--- config.mk ---
export PLATFORM = sky130hd
export DESIGN_NAME = static_linked_list_free_pool_top
export DESIGN_NICKNAME = d
export VERILOG_FILES = /design/src/design/slfp_pkg.sv /design/src/design/slfp_front.sv /design/src/design/slfp_back.sv /design/src/design/static_linked_list_free_pool_top.sv
export SDC_FILE = /design/constraint.sdc
export NUM_CORES = 1
export LEC_CHECK = 0
export BUFFER_PORTS_ARGS = -buffer_cell sky130_fd_sc_hd__buf_4
export CAP_MARGIN = 10
export CORE_ASPECT_RATIO = 0.5
export CORE_MARGIN = 3
export CORE_UTILIZATION = 37
export CTS_CLUSTER_SIZE = 14
export DETAILED_ROUTE_END_ITERATION = 10
export PLACE_DENSITY_LB_ADDON = 0.05
export SYNTH_ARGS = -nofsm -noshare
export SYNTH_HDL_FRONTEND = slang
export SYNTH_SLANG_ARGS = --single-unit
--- constraint.sdc ---
create_clock -name clock -period 4 [get_ports clock]
set_clock_uncertainty 0.1 [all_clocks]
set_input_delay 0.2 -clock clock [delete_from_list [all_inputs] [get_ports clock]]
set_output_delay 0.2 -clock clock [all_outputs]
set_load 0.005 [all_outputs]
--- src/design/slfp_pkg.sv ---
// Shared types, constants and helpers for the static linked list free pool.
// Used by slfp_front, slfp_back and static_linked_list_free_pool_top.
`timescale 1ns / 1ps

package slfp_pkg;

   // Node array geometry; slots 0 and 1 hold no node, an index below FIRST_NODE ends a chain
   localparam int NODE_SLOTS = 64;
   localparam int SLOT_W     = 6;
   localparam int FIRST_NODE = 2;
   // Walk count at which the final node of a full list is emitted
   localparam int WALK_LAST  = NODE_SLOTS - 3;

   // Command queue between front and back
   localparam int QUEUE_DEPTH = 2;
   localparam int QPTR_W      = (QUEUE_DEPTH > 1) ? $clog2(QUEUE_DEPTH) : 1;

   // Input action codes
   localparam logic [1:0] ACT_INSERT = 2'd0;
   localparam logic [1:0] ACT_DELETE = 2'd1;
   localparam logic [1:0] ACT_SHOW   = 2'd2;

   // Result status codes
   localparam logic [1:0] STATUS_OK    = 2'd0;
   localparam logic [1:0] STATUS_FULL  = 2'd1;
   localparam logic [1:0] STATUS_EMPTY = 2'd2;

   typedef struct packed {
      logic [1:0] action;
      logic [7:0] value;
   } slfp_req_type;

   typedef struct packed {
      logic [1:0]        status;
      logic [7:0]        data_out;
      logic [SLOT_W-1:0] slot;
      logic              last;
   } slfp_rsp_type;

   // Classified command held in the queue
   typedef enum logic [1:0] {
      CMD_INSERT,
      CMD_DELETE,
      CMD_SHOW
   } cmd_type;

   typedef struct packed {
      cmd_type    cmd;
      logic [7:0] value;
   } cmd_entry_type;

   // Queue head as seen by the back end
   typedef struct packed {
      logic          valid;
      cmd_entry_type entry;
   } cmd_port_type;

   // Map any slot index outside the node array to end of chain
   function automatic logic [SLOT_W-1:0] fix_index(input logic [SLOT_W-1:0] i);
      logic [SLOT_W:0] wide;
      wide = {1'b0, i};
      return (wide < (SLOT_W+1)'(NODE_SLOTS)) ? i : '0;
   endfunction

   // Link value of a slot that was never written since reset
   function automatic logic [SLOT_W-1:0] link_reset(input logic [SLOT_W-1:0] i);
      logic [SLOT_W:0] nxt;
      nxt = {1'b0, i} + (SLOT_W+1)'(1);
      if (i < SLOT_W'(FIRST_NODE)) begin
         return '0;
      end
      return (nxt < (SLOT_W+1)'(NODE_SLOTS)) ? nxt[SLOT_W-1:0] : '0;
   endfunction

endpackage

--- src/design/slfp_front.sv ---
// Front end: accepts request transfers, classifies the action and queues commands.
// Depends on slfp_pkg.
`timescale 1ns / 1ps

module slfp_front (
   input  logic                  clock,
   input  logic                  reset,
   input  logic                  req_valid,
   output logic                  req_ready,
   input  slfp_pkg::slfp_req_type req_data,
   output slfp_pkg::cmd_port_type cmd_port,
   input  logic                  cmd_pop
);

   slfp_pkg::cmd_entry_type queue_ff [slfp_pkg::QUEUE_DEPTH];
   logic [slfp_pkg::QPTR_W-1:0] wr_ptr_ff, wr_ptr_in;
   logic [slfp_pkg::QPTR_W-1:0] rd_ptr_ff, rd_ptr_in;
   logic [slfp_pkg::QPTR_W:0]   count_ff, count_in;
   logic                        known;
   logic                        push;
   logic                        pop;
   slfp_pkg::cmd_entry_type     entry;

   // Classify the action; the unused code is taken and dropped
   always_comb begin
      known       = 1'b1;
      entry.value = req_data.value;
      entry.cmd   = slfp_pkg::CMD_INSERT;
      unique case (req_data.action)
         slfp_pkg::ACT_INSERT: entry.cmd = slfp_pkg::CMD_INSERT;
         slfp_pkg::ACT_DELETE: entry.cmd = slfp_pkg::CMD_DELETE;
         slfp_pkg::ACT_SHOW:   entry.cmd = slfp_pkg::CMD_SHOW;
         default:              known     = 1'b0;
      endcase
   end

   assign req_ready = (count_ff != (slfp_pkg::QPTR_W+1)'(slfp_pkg::QUEUE_DEPTH));
   assign push      = req_valid && req_ready && known;
   assign pop       = cmd_pop && (count_ff != '0);

   assign cmd_port.valid = (count_ff != '0);
   assign cmd_port.entry = queue_ff[rd_ptr_ff];

   // Advance pointers and count
   always_comb begin
      wr_ptr_in = wr_ptr_ff;
      rd_ptr_in = rd_ptr_ff;
      count_in  = count_ff;
      if (push) begin
         wr_ptr_in = (wr_ptr_ff == slfp_pkg::QPTR_W'(slfp_pkg::QUEUE_DEPTH - 1)) ?
                     '0 : wr_ptr_ff + slfp_pkg::QPTR_W'(1);
      end
      if (pop) begin
         rd_ptr_in = (rd_ptr_ff == slfp_pkg::QPTR_W'(slfp_pkg::QUEUE_DEPTH - 1)) ?
                     '0 : rd_ptr_ff + slfp_pkg::QPTR_W'(1);
      end
      if (push && !pop) begin
         count_in = count_ff + (slfp_pkg::QPTR_W+1)'(1);
      end else if (pop && !push) begin
         count_in = count_ff - (slfp_pkg::QPTR_W+1)'(1);
      end
   end

   always_ff @(posedge clock) begin
      if (reset) begin
         wr_ptr_ff <= '0;
         rd_ptr_ff <= '0;
         count_ff  <= '0;
      end else begin
         wr_ptr_ff <= wr_ptr_in;
         rd_ptr_ff <= rd_ptr_in;
         count_ff  <= count_in;
      end
   end

   // Store the queued command
   always_ff @(posedge clock) begin
      if (push) begin
         queue_ff[wr_ptr_ff] <= entry;
      end
   end

endmodule

--- src/design/slfp_back.sv ---
// Back end: runs insert, delete and walk on the link and data memories.
// Depends on slfp_pkg; holds the result register.
`timescale 1ns / 1ps

module slfp_back (
   input  logic                   clock,
   input  logic                   reset,
   input  slfp_pkg::cmd_port_type cmd_port,
   output logic                   cmd_pop,
   output logic                   rsp_valid,
   input  logic                   rsp_ready,
   output slfp_pkg::slfp_rsp_type rsp_data
);

   typedef enum logic [1:0] {
      ST_IDLE,
      ST_INS_WR,
      ST_DEL_WR,
      ST_WALK
   } state_type;

   localparam int SW = slfp_pkg::SLOT_W;

   // Memories and valid bits of the link store
   logic [SW-1:0] link_mem [slfp_pkg::NODE_SLOTS];
   logic [7:0]    data_mem [slfp_pkg::NODE_SLOTS];
   logic [slfp_pkg::NODE_SLOTS-1:0] link_vld_ff;
   logic [SW-1:0] link_rd_ff;
   logic          link_vld_rd_ff;
   logic [7:0]    data_rd_ff;

   // Control and payload registers
   state_type              state_ff, state_in;
   logic [SW-1:0]          slot_ff, slot_in;
   logic [7:0]             val_ff, val_in;
   logic [SW-1:0]          cnt_ff, cnt_in;
   logic [SW-1:0]          list_head_ff, list_head_in;
   logic [SW-1:0]          pool_head_ff, pool_head_in;
   logic                   rsp_valid_ff, rsp_valid_in;
   slfp_pkg::slfp_rsp_type rsp_data_ff, rsp_data_in;

   // Memory port controls
   logic          rd_en;
   logic [SW-1:0] rd_addr;
   logic          link_we;
   logic          data_we;
   logic [SW-1:0] wr_addr;
   logic [SW-1:0] wr_link;
   logic [7:0]    wr_data;

   logic          out_free;
   logic          emit;
   logic [SW-1:0] link_eff;
   logic [SW-1:0] nxt;
   logic [SW-1:0] head;
   logic          done;

   assign out_free = !rsp_valid_ff || rsp_ready;
   assign link_eff = link_vld_rd_ff ? link_rd_ff : slfp_pkg::link_reset(slot_ff);
   assign nxt      = slfp_pkg::fix_index(link_eff);
   assign done     = (nxt < SW'(slfp_pkg::FIRST_NODE)) ||
                     (cnt_ff == SW'(slfp_pkg::WALK_LAST));

   // Sequence each command and form the next result
   always_comb begin
      state_in     = state_ff;
      slot_in      = slot_ff;
      val_in       = val_ff;
      cnt_in       = cnt_ff;
      list_head_in = list_head_ff;
      pool_head_in = pool_head_ff;
      rsp_data_in  = rsp_data_ff;
      emit         = 1'b0;
      cmd_pop      = 1'b0;
      rd_en        = 1'b0;
      rd_addr      = slot_ff;
      link_we      = 1'b0;
      data_we      = 1'b0;
      wr_addr      = slot_ff;
      wr_link      = '0;
      wr_data      = val_ff;
      head         = '0;

      unique case (state_ff)
         ST_IDLE: begin
            if (cmd_port.valid && out_free) begin
               cmd_pop = 1'b1;
               head = (cmd_port.entry.cmd == slfp_pkg::CMD_INSERT) ?
                      slfp_pkg::fix_index(pool_head_ff) :
                      slfp_pkg::fix_index(list_head_ff);
               if (head < SW'(slfp_pkg::FIRST_NODE)) begin
                  // Pool full or list empty: answer at once
                  emit = 1'b1;
                  rsp_data_in.status = (cmd_port.entry.cmd == slfp_pkg::CMD_INSERT) ?
                                       slfp_pkg::STATUS_FULL : slfp_pkg::STATUS_EMPTY;
                  rsp_data_in.data_out = '0;
                  rsp_data_in.slot     = '0;
                  rsp_data_in.last     = 1'b1;
               end else begin
                  rd_en   = 1'b1;
                  rd_addr = head;
                  slot_in = head;
                  val_in  = cmd_port.entry.value;
                  cnt_in  = '0;
                  unique case (cmd_port.entry.cmd)
                     slfp_pkg::CMD_INSERT: state_in = ST_INS_WR;
                     slfp_pkg::CMD_DELETE: state_in = ST_DEL_WR;
                     slfp_pkg::CMD_SHOW:   state_in = ST_WALK;
                     default:              state_in = ST_IDLE;
                  endcase
               end
            end
         end
         ST_INS_WR: begin
            if (out_free) begin
               // Pop the free slot, store the byte, link it at the list head
               pool_head_in = nxt;
               data_we      = 1'b1;
               link_we      = 1'b1;
               wr_link      = slfp_pkg::fix_index(list_head_ff);
               list_head_in = slot_ff;
               emit         = 1'b1;
               rsp_data_in.status   = slfp_pkg::STATUS_OK;
               rsp_data_in.data_out = val_ff;
               rsp_data_in.slot     = slot_ff;
               rsp_data_in.last     = 1'b1;
               state_in     = ST_IDLE;
            end
         end
         ST_DEL_WR: begin
            if (out_free) begin
               // Unlink the head node and push its slot on the pool
               list_head_in = nxt;
               link_we      = 1'b1;
               wr_link      = slfp_pkg::fix_index(pool_head_ff);
               pool_head_in = slot_ff;
               emit         = 1'b1;
               rsp_data_in.status   = slfp_pkg::STATUS_OK;
               rsp_data_in.data_out = data_rd_ff;
               rsp_data_in.slot     = slot_ff;
               rsp_data_in.last     = 1'b1;
               state_in     = ST_IDLE;
            end
         end
         ST_WALK: begin
            if (out_free) begin
               // Emit this node and fetch the next one
               emit = 1'b1;
               rsp_data_in.status   = slfp_pkg::STATUS_OK;
               rsp_data_in.data_out = data_rd_ff;
               rsp_data_in.slot     = slot_ff;
               rsp_data_in.last     = done;
               if (done) begin
                  state_in = ST_IDLE;
               end else begin
                  rd_en   = 1'b1;
                  rd_addr = nxt;
                  slot_in = nxt;
                  cnt_in  = cnt_ff + SW'(1);
               end
            end
         end
         default: state_in = ST_IDLE;
      endcase

      if (emit) begin
         rsp_valid_in = 1'b1;
      end else if (rsp_ready) begin
         rsp_valid_in = 1'b0;
      end else begin
         rsp_valid_in = rsp_valid_ff;
      end
   end

   // Hold state and registered outputs
   always_ff @(posedge clock) begin
      if (reset) begin
         state_ff     <= ST_IDLE;
         list_head_ff <= '0;
         pool_head_ff <= SW'(slfp_pkg::FIRST_NODE);
         rsp_valid_ff <= 1'b0;
      end else begin
         state_ff     <= state_in;
         list_head_ff <= list_head_in;
         pool_head_ff <= pool_head_in;
         rsp_valid_ff <= rsp_valid_in;
      end
      slot_ff     <= slot_in;
      val_ff      <= val_in;
      cnt_ff      <= cnt_in;
      rsp_data_ff <= rsp_data_in;
   end

   // Mark link entries written since reset
   always_ff @(posedge clock) begin
      if (reset) begin
         link_vld_ff <= '0;
      end else if (link_we) begin
         link_vld_ff[wr_addr] <= 1'b1;
      end
   end

   // Link and data memories, one write and one registered read port
   always_ff @(posedge clock) begin
      if (link_we) begin
         link_mem[wr_addr] <= wr_link;
      end
      if (data_we) begin
         data_mem[wr_addr] <= wr_data;
      end
      if (rd_en) begin
         link_rd_ff     <= link_mem[rd_addr];
         link_vld_rd_ff <= link_vld_ff[rd_addr];
         data_rd_ff     <= data_mem[rd_addr];
      end
   end

   assign rsp_valid = rsp_valid_ff;
   assign rsp_data  = rsp_data_ff;

endmodule

--- src/design/static_linked_list_free_pool_top.sv ---
// Top level of the static linked list free pool: front end, command queue, back end.
// Depends on slfp_pkg, slfp_front and slfp_back.
//
//   port group   dir   payload          meaning
//   req_*        in    slfp_req_type    action and byte, valid/ready
//   rsp_*        out   slfp_rsp_type    status, byte, slot, last flag, valid/ready
//
// Insert and delete read the link and data memories at the head slot when idle,
// then write back and load the result in ST_INS_WR or ST_DEL_WR. Show reads the head
// slot, then emits each node while it fetches the next one; full pool and empty list
// answer from the idle state. The link memory has a single read port.
// Reset is synchronous and needs no clearing pass: link entries carry valid bits.
// The front queue holds two commands, so requests transfer while the back end
// waits on a stalled result register.
`timescale 1ns / 1ps

module static_linked_list_free_pool_top (
   input  logic                   clock,
   input  logic                   reset,
   input  logic                   req_valid,
   output logic                   req_ready,
   input  slfp_pkg::slfp_req_type req_data,
   output logic                   rsp_valid,
   input  logic                   rsp_ready,
   output slfp_pkg::slfp_rsp_type rsp_data
);

   slfp_pkg::cmd_port_type cmd_port;
   logic                   cmd_pop;

   slfp_front u_front (
      .clock     (clock),
      .reset     (reset),
      .req_valid (req_valid),
      .req_ready (req_ready),
      .req_data  (req_data),
      .cmd_port  (cmd_port),
      .cmd_pop   (cmd_pop)
   );

   slfp_back u_back (
      .clock     (clock),
      .reset     (reset),
      .cmd_port  (cmd_port),
      .cmd_pop   (cmd_pop),
      .rsp_valid (rsp_valid),
      .rsp_ready (rsp_ready),
      .rsp_data  (rsp_data)
   );

endmodule
Word level (Yosys, flattened, before mapping)
Memories as Yosys holds them, arrays and structs flattened. A register that Yosys moved wholly into a read port is not among the register bits.
Index checks and enable logic that the tools add are counted.
{ "op_classes": {"addsub": 6, "n_lt_le_gt_ge": 7, "n_eq_ne": 18, "muxes": 70, "bitwise_logic": 2, "reduce_logical": 28} }
{ "op_table": {"columns": ["op", "n"], "rows": [
  ["two-way mux 6 bit", 17],
  ["two-way mux 17 bit", 5],
  ["one-hot mux 17 bit (4 select lines)", 1],
  ["OR 64 bit", 1],
  ["one-hot mux 6 bit (2 select lines)", 5],
  ["two-way mux 1 bit", 27],
  ["less-than comparator 6 x 2 -> 1 bit (second input constant)", 3],
  ["two-way mux 2 bit", 8],
  ["AND reduction 5 bit", 3],
  ["less-than comparator 6 x 7 -> 1 bit (second input constant)", 2],
  ["inequality test 2 x 1 -> 1 bit (second input constant)", 7],
  ["one-hot mux 2 bit (3 select lines)", 2],
  ["nonzero test 2 bit", 5],
  ["equality test 2 bit (second input constant)", 4],
  ["adder 6 x 1 -> 7 bit (second input constant)", 1],
  ["logical AND 1 bit", 7],
  ["less-than comparator 7 bit (second input constant)", 1],
  ["adder 6 x 1 -> 6 bit (second input constant)", 1],
  ["binary-select mux 1 bit (select 6 bit)", 1],
  ["demux 1 bit (select 6 bit)", 1],
  ["equality test 2 x 1 -> 1 bit (second input constant)", 3],
  ["equality test 6 bit (second input constant)", 1],
  [">= comparator 6 x 1 -> 1 bit (second input constant)", 1],
  ["logical NOT 2 bit", 3],
  ["12 further kinds", 21]
]} }
{ "word_totals": {"register_bits": 121, "ram_bits": 916, "out_inout_bits": 19, "wordCells": 150, "mem_count": 3} }
{ "mem_list": {"columns": ["name", "words", "word_bits", "rd", "rd_ports_with_merged_regs", "write_ports", "line", "rtl"], "rows": [
  ["u_back.data_mem", 64, 8, 1, 1, 1, "slfp_back.sv:26", "logic [7:0] data_mem [slfp_pkg::NODE_SLOTS];"],
  ["u_back.link_mem", 64, 6, 1, 1, 1, "slfp_back.sv:25", "logic [SW-1:0] link_mem [slfp_pkg::NODE_SLOTS];"],
  ["u_front.queue_ff", 2, 10, 1, 1, 1, "slfp_front.sv:15", "slfp_pkg::cmd_entry_type queue_ff [slfp_pkg::QUEUE_DEPTH];"]
]} }

Depth between registers and ports, before layout
{ "logic_depth": {"depth_word": 12, "depth_mapped": 18} }

Cells and area by module
A second synthesis with hierarchy kept.
{ "hier_totals": {"hier_cells": 2907, "area_unflattened_um2": 42682.2} }
{ "modules_own_cells": {"columns": ["module", "n_inst", "cells_each", "area_each_um2", "seq_area_each_um2"], "rows": [
  ["slfp_back", 1, 2849, 41707.5, 29988.8],
  ["slfp_front", 1, 58, 974.7, 700.7]
]} }

Worst setup path before layout
Ideal clock, no wire load.
{ "synth_path": {"path_kind": "register to register", "from": "register (tool-made name)", "to": "register u_back.link_vld_rd_ff, data pin", "setup_ns": 0.259, "arrival_ns": 3.838, "setup_slack_ns": -0.197, "path_stages_with_launch": 15, "path_buffers": 4, "cell_sequence": "dfxtp_1 clkbuf_1 mux2i_1 ha_1 buf_2 mux2_2 or3_1 a32oi_1 a21boi_1 nor2_1 buf_2 buf_1 mux2i_1 o211ai_1 a211o_1"} }
{ "synth_rtl": {"columns": ["element", "line", "rtl"], "rows": [
  ["end signal, assigned", "slfp_back.sv:213", "link_vld_rd_ff <= link_vld_ff[rd_addr];"],
  ["end, declared", "slfp_back.sv:29", "logic link_vld_rd_ff;"]
]} }

==> summary.txt <==
First DRT Iteration DRCs - 3428
area grow syn2layout - 24.3%
# clock sinks - 1052
vias in the first global route - 27320
Net Count, Synth - 3143
Worst VDD drop - 0.362 mV
Tcrit/Tclk final - 101%
DR pass1 iterations - 6
Area after DPL - 48400 um2
worst hold start - req_data[3]
Post-synth EDFFs - 962
unrepaired setup endpoints after global routing - yes
Die Wd - 487 um
initial antenna violation count - 12
Placed Cells - 4951
core area - 114000 um2
xor/xnor share of the synthesized area - 0.245%
final-report hold violation count - 0
post-synth top area share - 67.4%
Die Ht - 247 um
Post-Route Setup TNS - -138 ps
total CTS buffers - 98
Slew Limit Fails - 0
Pint - 0.0234 W
largest area contributor in the netlist - edfxtp_1
Post-Synth Simple-Gate Area - 10.9%
Sw Ratio - 35.9%
min Tclk post-route - 4040 ps
Post-synth ARST share - 0%
largest net degree at the start of global routing - 66
# Max-Cap Violations - 0
io pins - 33
CP Cell Sequence - mux2i_4, ha_4, buf_6, mux2_4, or3_1, a32oi_1, buf_4, a21boi_4, buf_6, nor3_4, buf_6, buf_6, buf_6, a222oi_1, buf_4, o211ai_1, o211ai_1
Clock Pin Slew Worst Setup and Hold Paths - 70 ps
most used cell, CP - buf_6
PortBufs - 32
CP max FO - 6
critical path required time - 4320 ps
Synth Flop Type - edfxtp_1
Yosys reg bits - 1052
GRT Overall Usage - 23.8%
LEAKAGE - 19.9 nW
Die ar. - 120000 um2
synth warn - 0
CP endpoint kind - register
Crit Path Class - register to register
TritonCTS clock tree - built
vias - 28687
hold depth - 2
mux cell area share after synthesis - 6.94%
DRC errors left - 0
fin nets - 3621
failing checks - negative setup slack
Yosys cell types - 73
Fmax - 0.247 GHz
slowest cell on the critical path - o211ai_1
root buffer cell - clkbuf_16
syn avg cell area - 13.7 um2
critical path arrival - 4370 ps
Reg power frac - 36.0%
switching pwr - 0.0131 W
Worst Max-Slew Pin Slew - 1200 ps
# rows - 87
Final Instance Count excl. Fillers - 5199
Synth Area in Compound Gates - 7.72%
clock buffer depth - 3
DP Wirelength - 97500 um
final setup vio count - 5
final instance area - 53200 um2
H-tree Lvls - 3
power per cell area - 686 nW/um2
main combinational cell family by area after synthesis - simple AND/OR/NAND/NOR gates
cell count after synthesis - 3120
WP buf/inv - 7
Worst-Skew Late Latency - 730 ps
Slew HR - 20.2%
Crit path max-delay family - buffers and inverters
share of cells above drive strength 1 - 23.5%
Logic pwr share - 37.3%
Clock power frac - 26.8%
r2r setup slk - -40 ps
total wire length - 144000 um
FF-to-FF End - u_back.link_rd_ff[0]
Slowest Stage Delay on Critical Path - 450 ps
Synth Area in Adders - 0.263%
top cells by area in the synthesized netlist - edfxtp_1 67%, mux2i_1 6.5%, dfxtp_1 4.2%
register area share after synthesis - 71.6%
first-pass GRT wire length - 204000 um
Worst Hold End - u_front.queue_ff[0][3]
Overflow after GRT - 0
setup ws final - -45.0 ps
startpoint class of the critical path - register
Worst R2R Path Depth - 17
Vias/cell - 5.52
status - finished with violations
Mapped Area - 42800 um2
HP Class - input port to register
WL/cell - 27.8 um
Post-DRT Antenna Nets - 0
GPL Wtd Cong - 0.886
Initial Utilization - 37.7%
## repair_timing
| item | in CTS | in global routing |
|---|---|---|
| pin swaps | 24 | 47 |
| hold buffers | 14 | 0 |
| setup buffers | 21 | 24 |
| endpoints found under the hold margin | 66 | 0 |
| resized for setup | 83 | 104 |
| setup endpoints to repair | 15 | 15 |
| cloned | 2 | 2 |
## cell usage after synthesis, drive strengths merged (5+ instances only)
cell type,n
nor2b,6
o32ai,7
o221ai,17
a222oi,6
o22ai,15
clkbuf,100
nand2,478
o31ai,9
and2,6
a32oi,22
o31a,6
nor2,329
mux2i,278
xor2,6
o211ai,19
inv,15
a21oi,70
and3,10
edfxtp,962
or3,7
xnor2,6
dfxtp,90
nand2b,7
a22oi,15
a311o,16
mux2,17
ha,9
nand4,9
a211oi,65
nor4b,45
nor3,14
o21ai,39
a31o,5
nand3,173
a311oi,35
buf,107
o2111a,6
a221oi,19
a211o,15
a31oi,20
## metal layers
| layer | routed length [um] | global-route usage (%) | up-vias |
|---|---|---|---|
| met2 | 58100 | 32.6 | 1090 |
| met4 | 2180 | 3.94 | 0 |
| met5 | 0 | 0 | - |
| li1 | - | - | 12795 |
| met1 | 70400 | 37.0 | 14650 |
| met3 | 13900 | 7.33 | 152 |
## worst max path at each step
stage	from	to	slack [ps]	depth (start not counted)
floorplan	register	u_back.link_vld_rd_ff	80	14
CTS	register	u_back.data_rd_ff[1]	-70	16
finish	register	u_back.link_rd_ff[0]	-40	17
detailed placement	register	u_back.data_rd_ff[3]	-710	16
global placement	u_back.link_vld_rd_ff	u_back.data_rd_ff[3]	-710	14
global route	register	u_back.data_rd_ff[1]	-170	16
## final cells by class
| class | instances | area (um2) |
|---|---|---|
| clock buffer | 141 | 2800 |
| multi-input combinational | 1845 | 12000 |
| timing repair buffer | 584 | 5210 |
| clock inverter | 43 | 512 |
| timing repair inverter | 1 | 8.76 |
| tap | 1513 | 1890 |
| fill | 10131 | 60500 |
| antenna | 4 | 10.0 |
| sequential | 1052 | 30700 |
| inverter | 16 | 81.3 |
## cells in the final DEF, fill, tap and decap left out, types with 11 or more instances in the layout
cell type	n
a211o_1	14
a211oi_1	58
a21oi_1	55
a22oi_1	15
a311o_1	16
a311oi_1	28
a31oi_1	15
a32oi_1	22
buf_12	43
buf_4	490
buf_6	25
clkbuf_1	29
clkbuf_16	104
clkinv_2	15
dfxtp_1	85
dlygate4sd3_1	14
edfxtp_1	962
inv_1	11
mux2_2	12
mux2i_1	260
mux2i_2	14
nand2_1	478
nand3_1	171
nor2_1	321
nor4b_1	44
o211ai_1	19
o21ai_0	28
o221ai_1	13
## metrics by stage
step	hold WS, ps	setup slack (ps)	power (W)	util (%)
3_3_place_gp	287	-715	0.0256	42.6
6_report	134	-45.0	0.0366	46.8
2_1_floorplan	199	75.6	0.0186	-
4_1_cts	80.2	-71.7	0.0360	46.2
5_1_grt	98.8	-167	0.0379	46.8
3_5_place_dp	289	-709	0.0255	42.6
## power groups by stage
stage / logic (W) / registers [W] / clock network [W]
after floorplan: 0.00524 / 0.0134 / 0
after global placement: 0.0122 / 0.0134 / 0
after detailed placement: 0.0122 / 0.0134 / 0
after CTS: 0.0129 / 0.0131 / 0.00998
after global routing: 0.0143 / 0.0132 / 0.0104
final: 0.0136 / 0.0131 / 0.00978
## state kept, by name, indices dropped and copies added, names as in the netlist, 8 cells and up, named ones only
| register | count |
|---|---|
| u_back.data_mem | 512 |
| u_back.link_mem | 384 |
| u_back.link_vld_ff | 64 |
| u_front.queue_ff | 20 |
| u_back.rsp_data | 17 |
| u_back.data_rd_ff | 8 |
| u_back.val_ff | 8 |
## logic make-up (layout without fill, tap and decap cells)
kind of cell               count (synthesis)  after routing
AOI/OAI and AO/OA                        438            438
xor gates and xnor gates                  12             12
adders and majority gates                  9              9
buffers and inverters                    223            785
DFF                                     1052           1052
muxes                                    295            295
other                                      0              4
and+or+nand+nor                         1091           1091
Note: power is estimated with default switching activity, not from simulation.
